## src/hw/rtl/rva_pkg.sv

```systemverilog
// shared constants and control types for the running variance accumulator
// used by the channel interfaces, controller, datapath and top level
package rva_pkg;

  // fixed field widths of the request channels
  localparam int unsigned SAMPLE_W = 16;
  localparam int unsigned COUNT_W  = 32;
  localparam int unsigned MEAN_W   = 24;
  localparam int unsigned VAR_W    = 47;

  // default values of the top level parameters
  localparam int unsigned SAMPLE_BITS_DEF = 16;
  localparam int unsigned COUNT_BITS_DEF  = 32;
  localparam int unsigned FRAC_BITS_DEF   = 8;

  // controller to datapath commands
  typedef struct packed {
    logic take_in;   // capture the input request
    logic sq;        // square the sample magnitude
    logic upd;       // group clear and accumulate
    logic mean_ld;   // start the mean division
    logic mean_st;   // store the mean quotient
    logic var_ld;    // start the mean-of-squares division
    logic load_out;  // load the result register
  } cmd_t;

  // datapath to controller status
  typedef struct packed {
    logic div_busy;
    logic div_done;
    logic cnt_zero;
    logic out_busy;
  } sts_t;

endpackage

```

## src/hw/rtl/rva_in_if.sv

```systemverilog
// input request channel: valid/ready handshake with sample payload
// depends on rva_pkg for field widths
interface rva_in_if;
  logic                              valid;
  logic                              ready;
  logic signed [rva_pkg::SAMPLE_W-1:0] sample;
  logic                              sample_missing;
  logic                              group_start;

  modport source (output valid, sample, sample_missing, group_start, input ready);
  modport sink   (input valid, sample, sample_missing, group_start, output ready);
endinterface

```

## src/hw/rtl/rva_out_if.sv

```systemverilog
// result request channel: valid/ready handshake with statistics payload
// depends on rva_pkg for field widths
interface rva_out_if;
  logic                               valid;
  logic                               ready;
  logic [rva_pkg::COUNT_W-1:0]        sample_count;
  logic signed [rva_pkg::MEAN_W-1:0]  mean_q8;
  logic [rva_pkg::VAR_W-1:0]          variance_q16;
  logic                               no_data;
  logic                               count_saturated;

  modport source (output valid, sample_count, mean_q8, variance_q16, no_data,
                  count_saturated, input ready);
  modport sink   (input valid, sample_count, mean_q8, variance_q16, no_data,
                  count_saturated, output ready);
endinterface

```

## src/hw/rtl/running_variance_accumulator_unit.sv

```systemverilog
// running population-variance accumulator, top level
// depends on rva_pkg, rva_in_if, rva_out_if, rva_ctrl, rva_dp, rva_div
//
// usage
//   in_req carries one sample per request with a missing flag and a
//   group-start flag; a group start clears count, sum, sum of squares and
//   the saturation flag before the sample is taken
//   out_req returns one result per input request: count, mean (q8),
//   population variance (q16, clamped at zero), no-data and saturation
// sequencing
//   one request at a time; a group with samples runs the mean division and
//   then the mean-of-squares division on the shared radix-2 divider, with
//   SAMPLE_BITS+FRAC_BITS and 2*SAMPLE_BITS-1+2*FRAC_BITS quotient bits;
//   an empty group skips both divisions; in_req.ready returns with
//   out_req.valid
// reset
//   synchronous, active low; accumulators are cleared, both channels idle
// back pressure
//   the result waits in an output register; the next request is accepted
//   and processed meanwhile, and only the final load waits for the receiver
module running_variance_accumulator_unit #(
  parameter int unsigned SAMPLE_BITS = rva_pkg::SAMPLE_BITS_DEF,
  parameter int unsigned COUNT_BITS  = rva_pkg::COUNT_BITS_DEF,
  parameter int unsigned FRAC_BITS   = rva_pkg::FRAC_BITS_DEF
) (
  input  logic        clk,
  input  logic        rst_n,
  rva_in_if.sink      in_req,
  rva_out_if.source   out_req
);

  // command and status between sequencer and datapath
  rva_pkg::cmd_t cmd;
  rva_pkg::sts_t sts;

  // sequencer: square, accumulate, mean division, mean-of-squares division, load
  rva_ctrl u_ctrl (
    .clk      (clk),
    .rst_n    (rst_n),
    .in_valid (in_req.valid),
    .in_ready (in_req.ready),
    .cmd      (cmd),
    .sts      (sts)
  );

  // datapath with accumulators, shared divider and result register
  rva_dp #(
    .SAMPLE_BITS (SAMPLE_BITS),
    .COUNT_BITS  (COUNT_BITS),
    .FRAC_BITS   (FRAC_BITS)
  ) u_dp (
    .clk                 (clk),
    .rst_n               (rst_n),
    .cmd                 (cmd),
    .sts                 (sts),
    .in_sample           (in_req.sample),
    .in_sample_missing   (in_req.sample_missing),
    .in_group_start      (in_req.group_start),
    .out_valid           (out_req.valid),
    .out_ready           (out_req.ready),
    .out_sample_count    (out_req.sample_count),
    .out_mean_q8         (out_req.mean_q8),
    .out_variance_q16    (out_req.variance_q16),
    .out_no_data         (out_req.no_data),
    .out_count_saturated (out_req.count_saturated)
  );

endmodule

```

## src/hw/rtl/rva_div.sv

```systemverilog
// shared radix-2 restoring divider, one quotient bit per cycle
// depends on rva_pkg for the default count width; operands come pre-aligned from rva_dp
module rva_div #(
  parameter int unsigned COUNT_BITS = rva_pkg::COUNT_BITS_DEF,
  parameter int unsigned DQ_W       = 78,
  parameter int unsigned STEP_W     = 6
) (
  input  logic                  clk,
  input  logic                  rst_n,
  input  logic                  ld,
  input  logic [COUNT_BITS-1:0] rem_init,
  input  logic [DQ_W-1:0]       dq_init,
  input  logic [STEP_W-1:0]     steps,
  input  logic [COUNT_BITS-1:0] divisor,
  output logic                  busy,
  output logic                  done,
  output logic [DQ_W-1:0]       quo
);

  logic [COUNT_BITS-1:0] rem_r, rem_nxt;
  logic [DQ_W-1:0]       dq_r;
  logic [STEP_W-1:0]     step_r;
  logic                  busy_r, done_r;
  logic [COUNT_BITS:0]   trial, diff;
  logic                  qbit;

  // shift in the next dividend bit and try the subtraction
  always_comb begin
    trial   = {rem_r, dq_r[DQ_W-1]};
    diff    = trial - {1'b0, divisor};
    qbit    = (trial >= {1'b0, divisor});
    rem_nxt = qbit ? diff[COUNT_BITS-1:0] : trial[COUNT_BITS-1:0];
  end

  always_ff @(posedge clk) begin
    if (!rst_n) begin
      busy_r <= 1'b0;
      done_r <= 1'b0;
      step_r <= '0;
    end else if (ld) begin
      rem_r  <= rem_init;
      dq_r   <= dq_init;
      step_r <= steps;
      busy_r <= 1'b1;
      done_r <= 1'b0;
    end else if (busy_r) begin
      rem_r  <= rem_nxt;
      dq_r   <= {dq_r[DQ_W-2:0], qbit};
      step_r <= step_r - 1'b1;
      if (step_r == STEP_W'(1)) begin
        busy_r <= 1'b0;
        done_r <= 1'b1;
      end
    end else begin
      done_r <= 1'b0;
    end
  end

  assign busy = busy_r;
  assign done = done_r;
  assign quo  = dq_r;

  // partial remainder stays below the divisor while the divider is busy
  a_rem_below: assert property (@(posedge clk) disable iff (!rst_n)
    busy_r |-> (rem_r < divisor))
    else $error("divider remainder not below divisor");

endmodule

```

## src/hw/rtl/rva_dp.sv

```systemverilog
// datapath: accumulators, squaring, divider operands, result register
// depends on rva_pkg and instantiates rva_div
module rva_dp #(
  parameter int unsigned SAMPLE_BITS = rva_pkg::SAMPLE_BITS_DEF,
  parameter int unsigned COUNT_BITS  = rva_pkg::COUNT_BITS_DEF,
  parameter int unsigned FRAC_BITS   = rva_pkg::FRAC_BITS_DEF
) (
  input  logic                                clk,
  input  logic                                rst_n,
  input  rva_pkg::cmd_t                       cmd,
  output rva_pkg::sts_t                       sts,
  input  logic signed [rva_pkg::SAMPLE_W-1:0] in_sample,
  input  logic                                in_sample_missing,
  input  logic                                in_group_start,
  output logic                                out_valid,
  input  logic                                out_ready,
  output logic [rva_pkg::COUNT_W-1:0]         out_sample_count,
  output logic signed [rva_pkg::MEAN_W-1:0]   out_mean_q8,
  output logic [rva_pkg::VAR_W-1:0]           out_variance_q16,
  output logic                                out_no_data,
  output logic                                out_count_saturated
);

  localparam int unsigned S      = SAMPLE_BITS;
  localparam int unsigned C      = COUNT_BITS;
  localparam int unsigned SUM_W  = C + S;
  localparam int unsigned SQ_W   = C + 2*S - 2;
  localparam int unsigned PSQ_W  = 2*S - 1;
  localparam int unsigned MQ_W   = S + FRAC_BITS;
  localparam int unsigned VQ_W   = 2*S - 1 + 2*FRAC_BITS;
  localparam int unsigned MD_W   = C + S - 1 + FRAC_BITS;
  localparam int unsigned VD_W   = C + 2*S - 2 + 2*FRAC_BITS;
  localparam int unsigned DQ_W   = VD_W;
  localparam int unsigned STEP_W = $clog2(VQ_W + 1);

  logic [S-1:0]            smp_r;
  logic                    miss_r, start_r;
  logic [PSQ_W-1:0]        sq_r;
  logic [C-1:0]            cnt_r;
  logic signed [SUM_W-1:0] sum_r;
  logic [SQ_W-1:0]         sqs_r;
  logic                    sat_r;
  logic                    neg_r;
  logic [MQ_W-1:0]         mean_mag_r;
  logic [VQ_W-1:0]         mmsq_r;

  logic                         out_valid_r, no_data_r, sat_out_r;
  logic [rva_pkg::COUNT_W-1:0]  count_out_r;
  logic [rva_pkg::MEAN_W-1:0]   mean_out_r;
  logic [rva_pkg::VAR_W-1:0]    var_out_r;

  logic [S-1:0]            mag;
  logic [2*S-1:0]          sq_full;
  logic [2*MQ_W-1:0]       mm_full;
  logic [C-1:0]            base_cnt;
  logic signed [SUM_W-1:0] base_sum;
  logic [SQ_W-1:0]         base_sqs;
  logic                    base_sat;
  logic [SUM_W-1:0]        sum_neg;
  logic [SUM_W-2:0]        sum_mag;
  logic [MD_W-1:0]         dvd_m;
  logic [VD_W-1:0]         dvd_v;
  logic [DQ_W-1:0]         dvd_m_ext, dq_init;
  logic [C-1:0]            rem_init;
  logic [STEP_W-1:0]       steps;
  logic                    div_ld, div_busy, div_done;
  logic [DQ_W-1:0]         quo;
  logic [VQ_W-1:0]         msq, var_q;
  logic [rva_pkg::MEAN_W-1:0] mean_ext;

  // magnitude and square of the sample, square of the mean magnitude
  assign mag     = smp_r[S-1] ? (~smp_r + 1'b1) : smp_r;
  assign sq_full = mag * mag;
  assign mm_full = mean_mag_r * mean_mag_r;

  // a group start accumulates onto cleared state
  assign base_cnt = start_r ? '0 : cnt_r;
  assign base_sum = start_r ? '0 : sum_r;
  assign base_sqs = start_r ? '0 : sqs_r;
  assign base_sat = start_r ? 1'b0 : sat_r;

  // divider operands, left aligned so only quotient bits are iterated
  assign sum_neg   = -sum_r;
  assign sum_mag   = sum_r[SUM_W-1] ? sum_neg[SUM_W-2:0] : sum_r[SUM_W-2:0];
  assign dvd_m     = MD_W'(sum_mag) << FRAC_BITS;
  assign dvd_v     = VD_W'(sqs_r) << (2*FRAC_BITS);
  assign dvd_m_ext = DQ_W'(dvd_m);
  assign div_ld    = cmd.mean_ld | cmd.var_ld;

  always_comb begin
    if (cmd.mean_ld) begin
      dq_init  = dvd_m_ext << (DQ_W - MQ_W);
      rem_init = C'(dvd_m_ext >> MQ_W);
      steps    = STEP_W'(MQ_W);
    end else begin
      dq_init  = dvd_v << (DQ_W - VQ_W);
      rem_init = C'(dvd_v >> VQ_W);
      steps    = STEP_W'(VQ_W);
    end
  end

  rva_div #(
    .COUNT_BITS (C),
    .DQ_W       (DQ_W),
    .STEP_W     (STEP_W)
  ) u_div (
    .clk      (clk),
    .rst_n    (rst_n),
    .ld       (div_ld),
    .rem_init (rem_init),
    .dq_init  (dq_init),
    .steps    (steps),
    .divisor  (cnt_r),
    .busy     (div_busy),
    .done     (div_done),
    .quo      (quo)
  );

  // variance from mean of squares minus squared mean, clamped
  assign msq      = quo[VQ_W-1:0];
  assign var_q    = (msq > mmsq_r) ? (msq - mmsq_r) : '0;
  assign mean_ext = rva_pkg::MEAN_W'(mean_mag_r);

  always_ff @(posedge clk) begin
    if (!rst_n) begin
      cnt_r <= '0;
      sum_r <= '0;
      sqs_r <= '0;
      sat_r <= 1'b0;
    end else if (cmd.upd) begin
      if (miss_r) begin
        cnt_r <= base_cnt;
        sum_r <= base_sum;
        sqs_r <= base_sqs;
        sat_r <= base_sat;
      end else if (base_cnt == {C{1'b1}}) begin
        cnt_r <= base_cnt;
        sum_r <= base_sum;
        sqs_r <= base_sqs;
        sat_r <= 1'b1;
      end else begin
        cnt_r <= base_cnt + 1'b1;
        sum_r <= base_sum + {{(SUM_W-S){smp_r[S-1]}}, smp_r};
        sqs_r <= base_sqs + SQ_W'(sq_r);
        sat_r <= base_sat;
      end
    end
  end

  always_ff @(posedge clk) begin
    if (cmd.take_in) begin
      smp_r   <= in_sample[S-1:0];
      miss_r  <= in_sample_missing;
      start_r <= in_group_start;
    end
    if (cmd.sq) begin
      sq_r <= sq_full[PSQ_W-1:0];
    end
    if (cmd.mean_ld) begin
      neg_r <= sum_r[SUM_W-1];
    end
    if (cmd.mean_st) begin
      mean_mag_r <= quo[MQ_W-1:0];
    end
    if (cmd.var_ld) begin
      mmsq_r <= mm_full[VQ_W-1:0];
    end
  end

  // result register, frees the input side while the receiver stalls
  always_ff @(posedge clk) begin
    if (!rst_n) begin
      out_valid_r <= 1'b0;
    end else if (cmd.load_out) begin
      out_valid_r <= 1'b1;
    end else if (out_ready) begin
      out_valid_r <= 1'b0;
    end
  end

  always_ff @(posedge clk) begin
    if (cmd.load_out) begin
      count_out_r <= rva_pkg::COUNT_W'(cnt_r);
      no_data_r   <= (cnt_r == '0);
      sat_out_r   <= sat_r;
      if (cnt_r == '0) begin
        mean_out_r <= '0;
        var_out_r  <= '0;
      end else begin
        mean_out_r <= neg_r ? (~mean_ext + 1'b1) : mean_ext;
        var_out_r  <= rva_pkg::VAR_W'(var_q);
      end
    end
  end

  assign out_valid           = out_valid_r;
  assign out_sample_count    = count_out_r;
  assign out_mean_q8         = mean_out_r;
  assign out_variance_q16    = var_out_r;
  assign out_no_data         = no_data_r;
  assign out_count_saturated = sat_out_r;

  assign sts.div_busy = div_busy;
  assign sts.div_done = div_done;
  assign sts.cnt_zero = (cnt_r == '0);
  assign sts.out_busy = out_valid_r & ~out_ready;

  // the saturation flag is only ever set with the count pinned at maximum
  a_sat_at_max: assert property (@(posedge clk) disable iff (!rst_n)
    sat_r |-> (cnt_r == {C{1'b1}}))
    else $error("saturation flag set below maximum count");

  // an empty group reports zero mean and variance
  a_empty_zero: assert property (@(posedge clk) disable iff (!rst_n)
    (out_valid_r && no_data_r) |-> (mean_out_r == '0 && var_out_r == '0
                                    && count_out_r == '0))
    else $error("empty group result not zero");

endmodule

```

## src/hw/rtl/rva_ctrl.sv

```systemverilog
// controller: sequences capture, square, accumulate, two divisions unless the group is empty, and result load
// depends on rva_pkg for command and status types
module rva_ctrl (
  input  logic          clk,
  input  logic          rst_n,
  input  logic          in_valid,
  output logic          in_ready,
  output rva_pkg::cmd_t cmd,
  input  rva_pkg::sts_t sts
);

  typedef enum logic [2:0] {
    S_IDLE,
    S_SQ,
    S_UPD,
    S_MEAN_LD,
    S_MEAN_RUN,
    S_VAR_LD,
    S_VAR_RUN,
    S_FIN
  } state_t;

  state_t state_r, state_nxt;

  always_comb begin
    cmd       = '0;
    state_nxt = state_r;
    unique case (state_r)
      S_IDLE: begin
        if (in_valid) begin
          cmd.take_in = 1'b1;
          state_nxt   = S_SQ;
        end
      end
      S_SQ: begin
        cmd.sq    = 1'b1;
        state_nxt = S_UPD;
      end
      S_UPD: begin
        cmd.upd   = 1'b1;
        state_nxt = S_MEAN_LD;
      end
      S_MEAN_LD: begin
        if (sts.cnt_zero) begin
          state_nxt = S_FIN;
        end else begin
          cmd.mean_ld = 1'b1;
          state_nxt   = S_MEAN_RUN;
        end
      end
      S_MEAN_RUN: begin
        if (sts.div_done) begin
          cmd.mean_st = 1'b1;
          state_nxt   = S_VAR_LD;
        end
      end
      S_VAR_LD: begin
        cmd.var_ld = 1'b1;
        state_nxt  = S_VAR_RUN;
      end
      S_VAR_RUN: begin
        if (sts.div_done) begin
          state_nxt = S_FIN;
        end
      end
      S_FIN: begin
        if (!sts.out_busy) begin
          cmd.load_out = 1'b1;
          state_nxt    = S_IDLE;
        end
      end
      default: state_nxt = S_IDLE;
    endcase
  end

  always_ff @(posedge clk) begin
    if (!rst_n) begin
      state_r <= S_IDLE;
    end else begin
      state_r <= state_nxt;
    end
  end

  assign in_ready = (state_r == S_IDLE);

  // never overwrite a result the receiver has not taken
  a_no_overwrite: assert property (@(posedge clk) disable iff (!rst_n)
    cmd.load_out |-> !sts.out_busy)
    else $error("result register overwritten");

  // a division is only started on an idle divider
  a_div_idle: assert property (@(posedge clk) disable iff (!rst_n)
    (cmd.mean_ld || cmd.var_ld) |-> !sts.div_busy)
    else $error("divider restarted while busy");

  // after a division starts, the divider is busy in the next cycle
  a_div_runs: assert property (@(posedge clk) disable iff (!rst_n)
    (cmd.mean_ld || cmd.var_ld) |=> sts.div_busy)
    else $error("divider did not start");

endmodule

```

## src/flat_wrapper.sv

```systemverilog
// flat-port wrapper written by rule: the top's interface ports become plain ports
module running_variance_accumulator_unit_flat 
#(
  parameter int unsigned SAMPLE_BITS = rva_pkg::SAMPLE_BITS_DEF,
  parameter int unsigned COUNT_BITS  = rva_pkg::COUNT_BITS_DEF,
  parameter int unsigned FRAC_BITS   = rva_pkg::FRAC_BITS_DEF
)
  (clk, rst_n, in_req_valid, in_req_sample, in_req_sample_missing, in_req_group_start, in_req_ready, out_req_valid, out_req_sample_count, out_req_mean_q8, out_req_variance_q16, out_req_no_data, out_req_count_saturated, out_req_ready);
  rva_in_if in_req_i ();
  rva_out_if out_req_i ();
  input  logic clk;
  input  logic rst_n;
  input wire logic [$bits(in_req_i.valid)-1:0] in_req_valid;
  input wire logic [$bits(in_req_i.sample)-1:0] in_req_sample;
  input wire logic [$bits(in_req_i.sample_missing)-1:0] in_req_sample_missing;
  input wire logic [$bits(in_req_i.group_start)-1:0] in_req_group_start;
  output wire logic [$bits(in_req_i.ready)-1:0] in_req_ready;
  output wire logic [$bits(out_req_i.valid)-1:0] out_req_valid;
  output wire logic [$bits(out_req_i.sample_count)-1:0] out_req_sample_count;
  output wire logic [$bits(out_req_i.mean_q8)-1:0] out_req_mean_q8;
  output wire logic [$bits(out_req_i.variance_q16)-1:0] out_req_variance_q16;
  output wire logic [$bits(out_req_i.no_data)-1:0] out_req_no_data;
  output wire logic [$bits(out_req_i.count_saturated)-1:0] out_req_count_saturated;
  input wire logic [$bits(out_req_i.ready)-1:0] out_req_ready;
  assign in_req_i.valid = in_req_valid;
  assign in_req_i.sample = in_req_sample;
  assign in_req_i.sample_missing = in_req_sample_missing;
  assign in_req_i.group_start = in_req_group_start;
  assign in_req_ready = in_req_i.ready;
  assign out_req_valid = out_req_i.valid;
  assign out_req_sample_count = out_req_i.sample_count;
  assign out_req_mean_q8 = out_req_i.mean_q8;
  assign out_req_variance_q16 = out_req_i.variance_q16;
  assign out_req_no_data = out_req_i.no_data;
  assign out_req_count_saturated = out_req_i.count_saturated;
  assign out_req_i.ready = out_req_ready;
  running_variance_accumulator_unit #(.SAMPLE_BITS(SAMPLE_BITS), .COUNT_BITS(COUNT_BITS), .FRAC_BITS(FRAC_BITS)) u_core (.clk(clk), .rst_n(rst_n), .in_req(in_req_i), .out_req(out_req_i));
endmodule
```

## config.mk

```make
export PLATFORM = sky130hd
export DESIGN_NAME = running_variance_accumulator_unit_flat
export DESIGN_NICKNAME = d
export VERILOG_FILES = /design/src/hw/rtl/rva_pkg.sv /design/src/hw/rtl/rva_in_if.sv /design/src/hw/rtl/rva_out_if.sv /design/src/hw/rtl/running_variance_accumulator_unit.sv /design/src/hw/rtl/rva_div.sv /design/src/hw/rtl/rva_dp.sv /design/src/hw/rtl/rva_ctrl.sv /design/src/flat_wrapper.sv
export SDC_FILE = /design/constraint.sdc
export NUM_CORES = 2
export LEC_CHECK = 0
export BUFFER_PORTS_ARGS = -buffer_cell sky130_fd_sc_hd__buf_2
export CAP_MARGIN = 10
export CELL_PAD_IN_SITES_DETAIL_PLACEMENT = 1
export CELL_PAD_IN_SITES_GLOBAL_PLACEMENT = 1
export CORE_ASPECT_RATIO = 0.7
export CORE_MARGIN = 5
export CORE_UTILIZATION = 55
export DETAILED_ROUTE_END_ITERATION = 10
export PLACE_DENSITY_LB_ADDON = 0.1
export RECOVER_POWER = 100
export SETUP_SLACK_MARGIN = 0.5
export SYNTH_ARGS = -nofsm -noshare
export SYNTH_HDL_FRONTEND = slang
export SYNTH_HIERARCHICAL = 1
export SYNTH_SLANG_ARGS = --single-unit
```

## constraint.sdc

```tcl
create_clock -name clk -period 13.7 [get_ports clk]
set_input_delay 4.11 -clock clk [delete_from_list [all_inputs] [get_ports clk]]
set_output_delay 4.11 -clock clk [all_outputs]
set_load 0.05 [all_outputs]
```

==> metrics.log <==
[metrics] top-level I/O count: 129
[metrics] status: finished with violations
[metrics] critical path, cell by cell: nor4_1, nand4_1, nor2_1, nor3_2, clkbuf_1, or2_0, o21ai_0, clkinvlp_2, clkbuf_2
[metrics] clock root buffer master: clkbuf_16
[metrics] post-DR wirelength/cell: 23.2 um
[metrics] post-route clock skew: about 0.056 ns
[metrics] cell with the largest stage delay on the worst path: clkbuf_1
[metrics] Final GP Congestion: 0.905
[metrics] type of the worst setup path: reg2reg
[metrics] total number of placement rows: 95
[metrics] remaining number of nets flagged by the antenna check after routing: 0
[metrics] warning count from the yosys run: 6
[metrics] smallest setup slack after layout: 2.58 ns
[metrics] source-to-sink clock delay at the later pin of the worst-skew pair: between 0.6 and 0.7 ns
[metrics] number of global-route vias before repair: 46,197
[metrics] CTS buffer count: 53
[metrics] antenna violations before repair: 6
[metrics] overall global routing resource usage: 32.0%
[metrics] total buffers and inverters traversed by the critical path: 3
[metrics] cell area power density: about 210 mW/mm^2
[metrics] Worst Path Arrival: 11.35 ns
[metrics] Final Hold Slack: 0.483 ns
[metrics] Placeable Area: 0.0963 mm^2
[metrics] share of cells above drive strength 1: 5.02%
[metrics] Final Routed Wirelength: 167 mm
[metrics] die height: 271 um
[metrics] setup repair after global routing missed its margin: false
[metrics] clk buf depth: 3
[metrics] post-synthesis area per instance: 9.20 um^2
[metrics] first drt pass iteration count: 5
[metrics] net count of the finished layout: 6,939
[metrics] die outline area: 0.104 mm^2
[metrics] average vias per placed instance: 6.00
[metrics] total of max-cap violations: 18
[metrics] Mapped Area: ~0.054 mm^2
[metrics] number of DRC violations after detailed-routing iteration 0: 3,607
[metrics] total via count in the routed design: ~43,000
[metrics] number of endpoints with negative hold slack in the final report: 0
[metrics] violations in the final reports: capacitance limit, slew limit
[metrics] terminus of the critical flop-to-flop path: u_core/u_dp/u_div/quo[6]
[metrics] Crit path largest cell delay: 3.16 ns
[metrics] Worst slew margin: -201%
[metrics] TNS Setup: 0 ns
[metrics] area growth from synthesis to layout: 6.84%
[metrics] start point of the worst hold path: u_core/u_dp/sqs_r[23]
[metrics] count of unresolved DRC violations after routing: 0
[metrics] transition time of the tightest slew-check pin: 4.51 ns
[metrics] Filler Cell Count: 11,228
[metrics] number of setup buffers added after CTS: 0
[metrics] clock slew seen by the registers of the worst setup and hold paths: about 0.070 ns
[metrics] number of buffers added to fix hold violations after cts: 0
[metrics] sink of the worst hold path: u_core/u_dp/sqs_r[23]
[metrics] Register-to-Register Setup Slack: 2.58 ns
[metrics] required time reported for the critical path endpoint: 13.93 ns
[metrics] Clock Sink Count: around 490
[metrics] H-tree depth: 2
[metrics] post-synthesis instance total: 5,826
[metrics] final number of setup-violating endpoints: 0
[metrics] Worst Hold Class: reg2reg
[metrics] kind of launch point of the worst setup path: register
[metrics] worst hold path cell count: 2
[metrics] port buffer count: 128
[metrics] Initial Util: 55.7%
[metrics] Max IR drop VDD: 0.853 mV
[metrics] Place WS: ~3.9 ns
[metrics] post-cts sizing count: 0
[metrics] crit end category: register
[metrics] depth of the worst register-to-register path: 9
[metrics] worst-path maximum fanout: between 90 and 100
[metrics] horizontal die dimension: 383 um
[metrics] pin count of the biggest net entering global routing: 100
[metrics] count of final max-slew check failures: 806
[metrics] post-detailed-placement half-perimeter wirelength: about 130 mm
[metrics] global-route congestion overflow total: 0
[metrics] wire length of the first global-routing pass: 264 mm
[metrics] cell family with most CP delay: buffers and inverters
[metrics] cell leakage power: 26.2 nW
[metrics] Final Critical Period: between 10 and 15 ns
[metrics] final cell utilization of the core: 59.5%
[metrics] reg2reg start: u_core/u_dp/cnt_r[31]
[metrics] upper clock frequency limit: 89.9 MHz
[metrics] period utilization: 81.2%
[metrics] TritonCTS clock tree: built
==> worst min-delay path: cells and delay by family, from the launching register on <==
family	cells	cell delay (ns)
compound gates	1	0.06
simple gates	1	0.05
flops	1	0.33
==> power by group <==
part | switching, W | internal [W] | total (W) | leakage [nW]
combinational | 0.00504 | 0.00332 | 0.00835 | 21.0
sequential | 0.0000788 | 0.00205 | 0.00213 | 4.30
clock | 0.000693 | 0.000890 | 0.00158 | 0.906
==> layout make-up <==
type / instances / area, um^2 / area share, %
clock inverters: 38 / 502 / 0.876
inverters: 992 / 3730 / 6.51
diodes: 2 / 5.00 / 0.00874
clock buffers: 62 / 1380 / 2.41
flip-flops and latches: 489 / 13100 / 22.9
repair buffers: 188 / 888 / 1.55
well taps: 1261 / 1580 / 2.76
multi-input cells: 4169 / 36000 / 62.9
==> worst max-delay path by stage <==
stage | start | endpoint | slack, ns | depth (start not counted)
5_1_grt | u_core/u_dp/cnt_r[31] | u_core/u_dp/u_div/quo[4] | 1.70 | 9
3_3_place_gp | u_core/u_dp/smp_r[0] | u_core/u_dp/sq_r[30] | 4.16 | 30
2_1_floorplan | u_core/u_dp/smp_r[0] | u_core/u_dp/sq_r[30] | 5.22 | 31
6_report | u_core/u_dp/cnt_r[31] | u_core/u_dp/u_div/quo[6] | 2.58 | 9
3_5_place_dp | u_core/u_dp/smp_r[0] | u_core/u_dp/sq_r[30] | 3.89 | 30
4_1_cts | u_core/u_dp/smp_r[0] | u_core/u_dp/sq_r[30] | 3.81 | 30
==> state kept, by name (all words and copies together), names as in the netlist, 3 cells and up <==
register,count
u_core/u_dp/u_div/quo,78
u_core/u_dp/sqs_r,62
u_core/u_dp/sum_r,48
u_core/u_dp/out_variance_q16,47
u_core/u_dp/mmsq_r,46
u_core/u_dp/cnt_r,32
u_core/u_dp/out_sample_count,32
u_core/u_dp/u_div/rem_r,32
u_core/u_dp/sq_r,30
u_core/u_dp/mean_ext,24
u_core/u_dp/out_mean_q8,24
u_core/u_dp/smp_r,16
u_core/u_dp/u_div/step_r,6
u_core/u_ctrl/state_r,3
==> metal layers <==
| layer | global-route usage, % | vias up | share of wire, % |
|---|---|---|---|
| met4 | 7.96 | 2 | 2.6 |
| met2 | 51.1 | 1525 | 45 |
| met5 | 0 | - | 0.0078 |
| met1 | 45.2 | 22047 | 44 |
| li1 | - | 19372 | - |
| met3 | 5.88 | 256 | 8.1 |
==> per-stage QoR <==
step	power, W	area (um^2)	instances
after global placement	0.0100	55600	7099
after CTS	0.0121	57500	7199
after floorplan	0.00800	53800	5884
after detailed placement	0.0105	55600	7099
final	0.0121	57200	7201
after global routing	0.0132	57200	7199
==> placed cells by master (no fill, tap or decap), types with 34 or more instances in the layout <==
cell type,instances
a21o_1,117
and3_1,42
fa_1,593
buf_4,42
a31oi_1,42
xor2_1,141
nand2b_1,34
a21oi_1,291
a22oi_1,42
o21a_1,34
clkbuf_16,53
nand3_1,118
o21ai_0,190
o21bai_1,36
nor2b_1,129
xnor2_1,174
o31ai_1,39
inv_1,980
ha_1,431
and2_1,127
clkbuf_1,133
nor2_1,410
mux2_2,91
conb_1,60
nand2_1,507
nand4_1,60
edfxtp_1,334
nor3_1,73
dfxtp_1,154
No activity file was read; power rests on OpenSTA's default activity.
